[config.mk]
export PLATFORM = sky130hd
export DESIGN_NAME = positional_array_list
export DESIGN_NICKNAME = d
export VERILOG_FILES = /design/src/design/pal_pkg.sv /design/src/design/positional_array_list.sv /design/src/design/pal_cell.sv /design/src/design/pal_ctrl.sv
export SDC_FILE = /design/constraint.sdc
export NUM_CORES = 1
export LEC_CHECK = 0
export BUFFER_PORTS_ARGS = -buffer_cell sky130_fd_sc_hd__buf_4
export CELL_PAD_IN_SITES_DETAIL_PLACEMENT = 2
export CELL_PAD_IN_SITES_GLOBAL_PLACEMENT = 2
export CORE_UTILIZATION = 45
export CTS_CLUSTER_SIZE = 8
export DETAILED_ROUTE_END_ITERATION = 8
export PLACE_DENSITY = 0.92
export RECOVER_POWER = 100
export SLEW_MARGIN = 0
export SYNTH_ARGS = -nofsm -noshare
export SYNTH_HDL_FRONTEND = slang
export SYNTH_HIERARCHICAL = 1
export SYNTH_SLANG_ARGS = --single-unit
[constraint.sdc]
create_clock -name aclk -period 6.3 [get_ports aclk]
set_input_delay 0.945 -clock aclk [delete_from_list [all_inputs] [get_ports aclk]]
set_output_delay 0.945 -clock aclk [all_outputs]
set_load 0.02 [all_outputs]
[src/design/pal_pkg.sv]
// Package for the positional array list: sizes, request and status codes,
// and the command and result structs shared by the control and the cells.
// Depends on nothing.
`timescale 1ns / 1ps
`default_nettype none
package pal_pkg;

    localparam int DEPTH  = 16;
    localparam int IDX_W  = $clog2(DEPTH);
    localparam int CNT_W  = $clog2(DEPTH + 1);
    localparam int DATA_W = 32;

    typedef enum logic [2:0] {
        REQ_INS_FRONT = 3'd0,
        REQ_INS_REAR  = 3'd1,
        REQ_INS_AT    = 3'd2,
        REQ_UPDATE    = 3'd3,
        REQ_RETRIEVE  = 3'd4,
        REQ_DEL_FRONT = 3'd5,
        REQ_DEL_REAR  = 3'd6,
        REQ_DEL_AT    = 3'd7
    } req_t;

    typedef enum logic [1:0] {
        ST_DONE  = 2'd0,
        ST_FULL  = 2'd1,
        ST_RANGE = 2'd2
    } status_t;

    typedef enum logic [1:0] {
        CELL_HOLD   = 2'd0,
        CELL_INSERT = 2'd1,
        CELL_DELETE = 2'd2,
        CELL_WRITE  = 2'd3
    } cell_op_t;

    typedef struct packed {
        cell_op_t                  op;
        logic [IDX_W-1:0]          idx;
        logic signed [DATA_W-1:0]  value;
    } cell_cmd_t;

    typedef struct packed {
        status_t          status;
        logic [CNT_W-1:0] count;
        logic             rd_en;
        logic             rd_hit;
        logic [IDX_W-1:0] rd_idx;
    } ctrl_res_t;

endpackage
`default_nettype wire

[src/design/positional_array_list.sv]
// Top level of the positional array list: stream ports, the entry count,
// the row of pal_cell instances and the result register. Depends on pal_pkg,
// pal_ctrl and pal_cell.
//
//   channel   direction  tdata                              tuser
//   s_        in         value[31:0], position[39:32]       req_type[2:0]
//   m_        out        read_value[31:0], count[36:32]     status[1:0]
//
// Decode, the parallel shift of the cell row and the read mux all complete
// in the cycle the transfer is accepted.
// The result appears in the output register on the next cycle.
// A stalled result blocks new requests only while it is not taken.
// Reset clears the count and the output valid; cell contents are not reset.
`timescale 1ns / 1ps
`default_nettype none
module positional_array_list import pal_pkg::*; (
    input  wire logic        aclk,
    input  wire logic        aresetn,
    input  wire logic        s_tvalid,
    output logic             s_tready,
    input  wire logic [39:0] s_tdata,   // value[31:0], position[39:32]
    input  wire logic [2:0]  s_tuser,   // req_type[2:0]
    output logic             m_tvalid,
    input  wire logic        m_tready,
    output logic [39:0]      m_tdata,   // read_value[31:0], entry_count[36:32]
    output logic [1:0]       m_tuser    // status[1:0]
);

    logic                     fire;
    logic [CNT_W-1:0]         count_reg;
    logic [CNT_W-1:0]         count_next;
    logic                     m_valid_reg;
    logic                     m_valid_next;
    logic signed [DATA_W-1:0] rd_reg;
    logic signed [DATA_W-1:0] rd_next;
    status_t                  status_reg;
    logic [31:0]              count_wide;
    cell_cmd_t                cmd;
    ctrl_res_t                res;

    logic signed [DATA_W-1:0] cell_data [DEPTH];
    logic signed [DATA_W-1:0] left_data [DEPTH];
    logic signed [DATA_W-1:0] right_data [DEPTH];

    assign s_tready = !m_valid_reg || m_tready;
    assign fire     = s_tvalid && s_tready;

    pal_ctrl u_ctrl (
        .fire     (fire),
        .req      (req_t'(s_tuser)),
        .value    (s_tdata[31:0]),
        .position (s_tdata[39:32]),
        .count    (count_reg),
        .cmd      (cmd),
        .res      (res)
    );

    for (genvar g = 0; g < DEPTH; g++) begin : g_cell
        if (g == 0) begin : g_first
            assign left_data[g] = '0;
        end else begin : g_mid_l
            assign left_data[g] = cell_data[g-1];
        end
        if (g == DEPTH - 1) begin : g_last
            assign right_data[g] = '0;
        end else begin : g_mid_r
            assign right_data[g] = cell_data[g+1];
        end
        pal_cell u_cell (
            .aclk     (aclk),
            .cell_idx (IDX_W'(g)),
            .cmd      (cmd),
            .left_in  (left_data[g]),
            .right_in (right_data[g]),
            .data_out (cell_data[g])
        );
    end

    always_comb begin
        if (!res.rd_en) begin
            rd_next = '0;
        end else if (res.rd_hit) begin
            rd_next = cell_data[res.rd_idx];
        end else begin
            rd_next = -32'sd1;
        end
        count_next   = fire ? res.count : count_reg;
        m_valid_next = fire ? 1'b1 : (m_valid_reg && !m_tready);
    end

    always_ff @(posedge aclk) begin
        if (!aresetn) begin
            count_reg   <= '0;
            m_valid_reg <= 1'b0;
        end else begin
            count_reg   <= count_next;
            m_valid_reg <= m_valid_next;
        end
    end

    always_ff @(posedge aclk) begin
        if (fire) begin
            rd_reg     <= rd_next;
            status_reg <= res.status;
        end
    end

    assign count_wide = 32'(count_reg);
    assign m_tvalid   = m_valid_reg;
    assign m_tdata    = {3'b000, count_wide[4:0], rd_reg};
    assign m_tuser    = status_reg;

`ifndef SYNTHESIS
    a_count_bound: assert property (@(posedge aclk) disable iff (!aresetn)
        32'(count_reg) <= 32'(DEPTH))
        else $error("entry count exceeds list depth");

    a_accept_gives_result: assert property (@(posedge aclk) disable iff (!aresetn)
        fire |=> m_valid_reg)
        else $error("accepted transfer produced no result");

    a_stall_blocks: assert property (@(posedge aclk) disable iff (!aresetn)
        (m_valid_reg && !m_tready) |-> !s_tready)
        else $error("request accepted while result stalled");

    a_full_count: assert property (@(posedge aclk) disable iff (!aresetn)
        (m_valid_reg && status_reg == ST_FULL) |-> 32'(count_reg) == 32'(DEPTH))
        else $error("full status reported on a list that is not full");
`endif

endmodule
`default_nettype wire

[src/design/pal_cell.sv]
// One storage cell of the list: holds one entry and takes data from its
// lower or upper neighbor or from the command value on a broadcast command. Depends on pal_pkg.
`timescale 1ns / 1ps
`default_nettype none
module pal_cell import pal_pkg::*; (
    input  wire logic                      aclk,
    input  wire logic [IDX_W-1:0]          cell_idx,
    input  wire cell_cmd_t                 cmd,
    input  wire logic signed [DATA_W-1:0]  left_in,
    input  wire logic signed [DATA_W-1:0]  right_in,
    output logic signed [DATA_W-1:0]       data_out
);

    logic signed [DATA_W-1:0] data_reg;
    logic signed [DATA_W-1:0] data_next;

    always_comb begin
        data_next = data_reg;
        case (cmd.op)
            CELL_INSERT: begin
                if (cell_idx > cmd.idx) begin
                    data_next = left_in;
                end else if (cell_idx == cmd.idx) begin
                    data_next = cmd.value;
                end
            end
            CELL_DELETE: begin
                if (cell_idx >= cmd.idx) begin
                    data_next = right_in;
                end
            end
            CELL_WRITE: begin
                if (cell_idx == cmd.idx) begin
                    data_next = cmd.value;
                end
            end
            default: begin
                data_next = data_reg;
            end
        endcase
    end

    always_ff @(posedge aclk) begin
        data_reg <= data_next;
    end

    assign data_out = data_reg;

endmodule
`default_nettype wire

[src/design/pal_ctrl.sv]
// Request decoder of the list: checks occupancy and position, forms the
// command broadcast to the cells, the read controls, the status and new count. Depends on pal_pkg.
`timescale 1ns / 1ps
`default_nettype none
module pal_ctrl import pal_pkg::*; (
    input  wire logic                      fire,
    input  wire req_t                      req,
    input  wire logic signed [DATA_W-1:0]  value,
    input  wire logic [7:0]                position,
    input  wire logic [CNT_W-1:0]          count,
    output cell_cmd_t                      cmd,
    output ctrl_res_t                      res
);

    logic             in_range;
    logic             full;
    logic             empty;
    logic [IDX_W-1:0] pos_idx;
    logic [IDX_W-1:0] tail_idx;
    logic [CNT_W-1:0] count_inc;
    logic [CNT_W-1:0] count_dec;

    assign in_range  = 32'(position) < 32'(count);
    assign full      = 32'(count) >= 32'(DEPTH);
    assign empty     = count == '0;
    assign pos_idx   = position[IDX_W-1:0];
    assign tail_idx  = count[IDX_W-1:0];
    assign count_inc = CNT_W'(count + 1'b1);
    assign count_dec = CNT_W'(count - 1'b1);

    always_comb begin
        cmd.op     = CELL_HOLD;
        cmd.idx    = '0;
        cmd.value  = value;
        res.status = ST_DONE;
        res.count  = count;
        res.rd_en  = 1'b0;
        res.rd_hit = in_range;
        res.rd_idx = pos_idx;
        case (req)
            REQ_INS_FRONT, REQ_INS_REAR, REQ_INS_AT: begin
                if (full) begin
                    res.status = ST_FULL;
                end else begin
                    cmd.op    = CELL_INSERT;
                    res.count = count_inc;
                    if (req == REQ_INS_FRONT) begin
                        cmd.idx = '0;
                    end else if (req == REQ_INS_AT && in_range) begin
                        cmd.idx = pos_idx;
                    end else begin
                        cmd.idx = tail_idx;
                    end
                end
            end
            REQ_UPDATE: begin
                if (in_range) begin
                    cmd.op  = CELL_WRITE;
                    cmd.idx = pos_idx;
                end else begin
                    res.status = ST_RANGE;
                end
            end
            REQ_RETRIEVE: begin
                res.rd_en = 1'b1;
                if (!in_range) begin
                    res.status = ST_RANGE;
                end
            end
            REQ_DEL_FRONT, REQ_DEL_REAR: begin
                if (empty) begin
                    res.status = ST_RANGE;
                end else begin
                    cmd.op    = CELL_DELETE;
                    cmd.idx   = (req == REQ_DEL_FRONT) ? '0 : count_dec[IDX_W-1:0];
                    res.count = count_dec;
                end
            end
            default: begin
                if (in_range) begin
                    cmd.op    = CELL_DELETE;
                    cmd.idx   = pos_idx;
                    res.count = count_dec;
                end else begin
                    res.status = ST_RANGE;
                end
            end
        endcase
        if (!fire) begin
            cmd.op = CELL_HOLD;
        end
    end

endmodule
`default_nettype wire
Yosys cells after proc, flatten, opt, wreduce, memory -nomap -nowiden. Index checks and enable logic that the tools add are counted.

Equality and inequality tests: 42. Div/mod/pow operators: 0. Shifts and indexed selects: 0. Multiplexer cells: 87. Bitwise gates (word level): 2. Order comparisons: 35. Add/sub/neg operators: 2. Reduce and logical (&&, ||, !) cells: 31. Multipliers: 0.

Operators with widths (number): 32-bit two-way mux (51); 32-bit case mux with 3 select lines (16); 32-bit binary-select mux with 4-bit select (1); 4-bit == test (first input constant) (8); 4-bit >= comparator (first input constant) (8); 4-bit > comparator (first input constant) (8); 2-bit by 1-bit != test with 1-bit output (second input constant) (16); 2-bit AND reduction (16); 6-bit case mux with 4 select lines (1); 5-bit two-way mux (4); 6-bit two-way mux (3); 3-bit by 4-bit == test with 1-bit output (first input constant) (4); 3-bit by 4-bit >= comparator with 1-bit output (first input constant) (4); 3-bit by 4-bit > comparator with 1-bit output (first input constant) (4); 5-bit case mux with 3 select lines (1); 4-bit two-way mux (3); 5-bit >= comparator (second input constant) (2); 3-bit == test (second input constant) (3); 2-bit by 4-bit == test with 1-bit output (first input constant) (2); 1-bit by 4-bit >= comparator with 1-bit output (first input constant) (2); 2-bit by 4-bit >= comparator with 1-bit output (first input constant) (2); 1-bit by 4-bit > comparator with 1-bit output (first input constant) (2); 2-bit by 4-bit > comparator with 1-bit output (first input constant) (2); 8-bit by 5-bit less-than comparator with 1-bit output (1); 23 further kinds (35).

Register bits after elaboration: 552. Bits in latches: 0. Memory bits (read-only): 0. Bits of input ports: 47. Logic and storage cells: 219. Memories kept: 0. Bits in writable memories: 0. Output and inout bits: 44.

Logic depth before layout (Yosys ltp).
Word-level depth: 10. Gate-level depth with buffers: 15. Mapped depth without buffers: 13.

Cells and area by module. The synthesis kept the hierarchy.

Modules (own cells, without submodules): pal_cell (cells each 192, area each 2284.7 µm², times used 16, sequential area each 960.9 µm²); positional_array_list (cells each 415, area each 5461.5 µm², times used 1, sequential area each 1141.1 µm²); pal_ctrl (cells each 135, area each 915.9 µm², times used 1, sequential area each 0.0 µm²).

Least setup slack after synthesis. Ideal clock, no wire load.

Kind: input to register. Start: input port m_tready. End: register g_cell[0].u_cell.data_reg[0], enable pin. Path buffers: 1. Path slack: 1.131 ns. Arrival time: 4.781 ns. Library setup time: 0.388 ns. Stages: 5. Required time: 5.912 ns. Cells stage by stage: nand2b_1 > clkbuf_1 > and2_1 > o21a_1 > a21o_1.

RTL lines: start: declaration (RTL line positional_array_list.sv:24) `input wire logic m_tready,`; end signal: assignment (RTL line pal_cell.sv:44) `data_reg <= data_next;`; end: declaration (RTL line pal_cell.sv:14) `logic signed [DATA_W-1:0] data_reg;`.

==> results list <==
- The run finished, with violations left.
* Failing checks: max-capacitance violations, max-slew violations
- Psw: 4.18 mW
* Register-to-register setup slack: a little under 0.7 ns
* Number of vias after detailed routing: 33,800
- After synthesis, the netlist uses 60 different library cells.
- #FFs+latches synth: 552
- Width of the die: 311 um
- Ratio of final minimum period to clock period: 0.892
- Data on the critical path arrives at its endpoint at ~6 ns.
- In the final routed layout, each cell accounts on average for roughly 35 um.
* Leading cell types by total area after synthesis: sky130_fd_sc_hd__edfxtp_1, sky130_fd_sc_hd__o221ai_2, sky130_fd_sc_hd__mux2i_1, sky130_fd_sc_hd__inv_1, sky130_fd_sc_hd__mux4_2
* Kind of end point of the critical path: register
* Fraction of layout cells with a size suffix above 1: 0.124
- In the final timing run, aggregate negative setup slack is 0 ns.
- Power density normalized to cell area: roughly 280 nW/um^2
- H-tree levels: 3
- Max_cap viols: 2
* Clk pwr share: 0.336
* Count of cells along the worst register-to-register path: 13
* Total DRC errors in the routed layout: 0
* Required time of the critical path: 6.66 ns
- In this run the worst setup path begins at count_reg[4]$_SDFFE_PN0P_.
- After synthesis, the share of flip-flops with an asynchronous set or reset is 0.
- Num rows: 112
* Area growth from synthesis to layout: 0.417%
* Final min period: 5.62 ns
- Core area: 93,900 sq um
- I/O Buffers: 87
* Via count of the first global-routing pass: ~37,000
- Final clock skew: 0.0318 ns
- The register with the most flip-flops in the layout has 512 of them.
- Top cell type by total area after synthesis: sky130_fd_sc_hd__edfxtp_1
- At the end of the flow, the number of nets in the layout was 3,803.
- EDFF count, synth: approximately 550
* Number of setup violations in the final report: 0
* FF-to-FF End: g_cell[3].u_cell/data_out[1]$_DFFE_PP_
- The count of nets left with antenna violations once routing finished came out at 0.
- The floorplan step defined a die boundary enclosing 96,600 sq um.
* Post-CTS setup buffer count: 0
- Post-CTS Hold Fix Bufs: 0
- The share of total power dissipated in combinational logic is 0.250.
* Achievable clock frequency: 178 MHz
- Number of inserted filler cells in the final layout: 9,570
- The Yosys step of the flow raised 6 warnings.
* Area of the mapped netlist: 42,900 sq um
- The initial antenna violation count came to 21.
- Type of the worst setup path: register to register
- Longest Clk Path Bufs: 3
* Top cell type's share of synthesized area: 0.382
- In this run the worst path has a maximum fanout of 16.
* Cts repair resizes: 0
* Router iterations before antenna repair: 6
- Wire length reported by the detailed router: 172,000 um
- Cell internal power was estimated by the tool at 7.91 mW.
- Net Sw Frac: 0.346
- Worst hold-check slack: 0.536 ns
- Y dimension of the die: 311 um
- The tree is rooted in a sky130_fd_sc_hd__clkbuf_16.
* Part of the Yosys area used for sequential elements: 0.385
* Global-route wire length before repair: 255,000 um
- Mean number of vias per cell: 6.81
- The first routing iteration left 3,351 violations.
- Setup repair after global routing left no endpoint under its margin.
* Maximum number of pins on one net before global-route repair: about 140
* Worst slew margin relative to its limit: -0.821
- Global placement routability congestion: a little over 0.8
* Total track usage: 0.347
- Counting the buffers created by CTS gives 80.
* Reg-to-reg startpoint: count_reg[4]$_SDFFE_PN0P_
- HPWL reported at the end of detailed placement: between 100,000 and 150,000 um
* Top_reg_cell synth: sky130_fd_sc_hd__edfxtp_1
- IR analysis of the VDD net gives a maximum drop of 0.221 mV.
* Global-route congestion overflow total: 0
- Effective utilization at floorplan: 0.457
- The critical path ends at g_cell[3].u_cell/data_out[1]$_DFFE_PP_.
* Clock latency on the worst-skew pair: 0.68 ns
- Clk sinks: ~550
* Path class of the lowest-slack min-delay path: input pin to register
* Average cell area after synthesis: 11.9 sq um
- Lkg Pwr: 19.0 nW
- Final Max Slew Viols: 73
- Of the total power, registers draw 0.414.
- Cells after Synth: 3,622
- Clock tree from TritonCTS: built
- At the pin with the least slew margin, the transition time is approximately 2.7 ns.
- Clock-pin slew on the worst setup and hold paths: 0.06 ns
* Hold violation count in the final report: 0
* Num ports: 91
* Type of origin of the critical path: register
## per-layer routing
layer,global-route usage,vias to the layer above,routed length (um)
li1,-,13600,-
met2,0.603,1946,85600
met5,0,-,136
met1,0.418,17700,64800
met3,0.0710,579,14200
met4,0.142,16,7510
## final cells by class
cell class	instances	area [sq um]	share of cell area
sequential	552	16500	0.383
antenna	5	12.5	0.000290
multi-input combinational	2303	19600	0.454
inverter	583	2190	0.0508
timing repair buffer	166	1120	0.0259
clock buffer	83	2010	0.0467
tap	1254	1570	0.0364
clock inverter	12	110	0.00255
## how the worst min path moves through the flow
stage | to | cells past startpoint | slack, ns | start
finish | count_reg[4]$_SDFFE_PN0P_ | 2 | 0.54 | aresetn
global placement | g_cell[14].u_cell/data_out[21]$_DFFE_PP_ | 2 | 0.58 | g_cell[15].u_cell/data_out[21]$_DFFE_PP_
CTS | count_reg[4]$_SDFFE_PN0P_ | 2 | 0.52 | aresetn
floorplan | g_cell[14].u_cell/data_out[21]$_DFFE_PP_ | 2 | 0.55 | g_cell[15].u_cell/data_out[21]$_DFFE_PP_
global route | count_reg[1]$_SDFFE_PN0P_ | 2 | 0.54 | aresetn
detailed placement | g_cell[14].u_cell/data_out[20]$_DFFE_PP_ | 2 | 0.60 | g_cell[15].u_cell/data_out[20]$_DFFE_PP_
## cells in the mapped netlist (all sizes together) (2+ instances only)
cell type  count
inv          582
mux2i        576
edfxtp       546
o221ai       544
nand2        521
buf          221
mux4          96
clkbuf        92
ha            70
nor2b         67
and3          41
a22o          32
o31a          32
a21oi         28
nand3         21
o211ai        18
a21o          17
nand4         17
a21bo         16
a2bb2oi       16
nor2           9
a21boi         7
dfxtp          6
o21a           6
nand2b         4
xnor2          4
a221o          3
o21ai          3
conb           2
nor3           2
o22ai          2
or3            2
or3b           2
## worst max-delay path, stage by stage, from the launching register on
cell and delay (ns):
sky130_fd_sc_hd__dfxtp_1 0.55, sky130_fd_sc_hd__inv_1 0.09, sky130_fd_sc_hd__ha_1 0.19, sky130_fd_sc_hd__nor4_1 0.50
sky130_fd_sc_hd__o211ai_1 0.37, sky130_fd_sc_hd__a21oi_1 0.40, sky130_fd_sc_hd__a221o_1 0.88, sky130_fd_sc_hd__inv_1 0.15
sky130_fd_sc_hd__ha_1 0.39, sky130_fd_sc_hd__nor2b_1 0.19, sky130_fd_sc_hd__o211ai_2 0.17, sky130_fd_sc_hd__a2bb2oi_2 0.82
sky130_fd_sc_hd__buf_4 0.37, sky130_fd_sc_hd__o221ai_1 0.21
## cell families (layout without fill, tap and decap cells)
logic type                 Yosys count  in the layout  share of synthesized area
buffers and inverters              896            844                      0.103
xor gates and xnor gates             5              5                    0.00102
muxes                              672            672                      0.185
AOI/OAI and AO/OA                  734            734                      0.227
DFF                                552            552                      0.385
and+or+nand+nor                    691            691                     0.0791
adders and majority gates           70             70                     0.0204
other                                2            136                   0.000175
## power groups by stage
stage	clock network (mW)	logic (mW)	registers, mW
after floorplan	0	2.73	4.86
after global placement	0	3.10	4.96
after detailed placement	0	3.37	5.02
after CTS	4.09	3.50	4.98
after global routing	4.18	3.12	5.03
final	4.07	3.02	5.00
## stage by stage
step,setup slack (ns),power (mW),instances,instance area [sq um],utilization
global route,0.464,12.3,4954,43100,0.459
floorplan,1.13,7.59,3751,43400,-
finish,0.682,12.1,4958,43100,0.459
global placement,1.13,8.06,4858,44100,0.470
CTS,1.21,12.6,4953,46200,0.492
detailed placement,0.770,8.40,4858,44100,0.470
## layout by cell type (no fill, tap or decap), types with 7 or more instances in the layout
master,n
sky130_fd_sc_hd__a21bo_4,13
sky130_fd_sc_hd__a21boi_0,7
sky130_fd_sc_hd__a21o_1,17
sky130_fd_sc_hd__a21oi_1,28
sky130_fd_sc_hd__a22o_1,32
sky130_fd_sc_hd__a2bb2oi_4,12
sky130_fd_sc_hd__and3_1,40
sky130_fd_sc_hd__buf_4,106
sky130_fd_sc_hd__clkbuf_1,47
sky130_fd_sc_hd__clkbuf_16,80
sky130_fd_sc_hd__clkbuf_2,9
sky130_fd_sc_hd__conb_1,131
sky130_fd_sc_hd__edfxtp_1,546
sky130_fd_sc_hd__ha_1,70
sky130_fd_sc_hd__inv_1,582
sky130_fd_sc_hd__mux2i_1,576
sky130_fd_sc_hd__mux4_2,96
sky130_fd_sc_hd__nand2_1,521
sky130_fd_sc_hd__nand3_1,21
sky130_fd_sc_hd__nand4_1,10
sky130_fd_sc_hd__nand4_4,7
sky130_fd_sc_hd__nor2_1,9
sky130_fd_sc_hd__nor2b_1,27
sky130_fd_sc_hd__nor2b_2,30
sky130_fd_sc_hd__nor2b_4,10
sky130_fd_sc_hd__o211ai_1,11
sky130_fd_sc_hd__o211ai_2,7
sky130_fd_sc_hd__o221ai_1,482
sky130_fd_sc_hd__o221ai_2,62
sky130_fd_sc_hd__o31a_1,32
(Power assumes the default switching activity.)
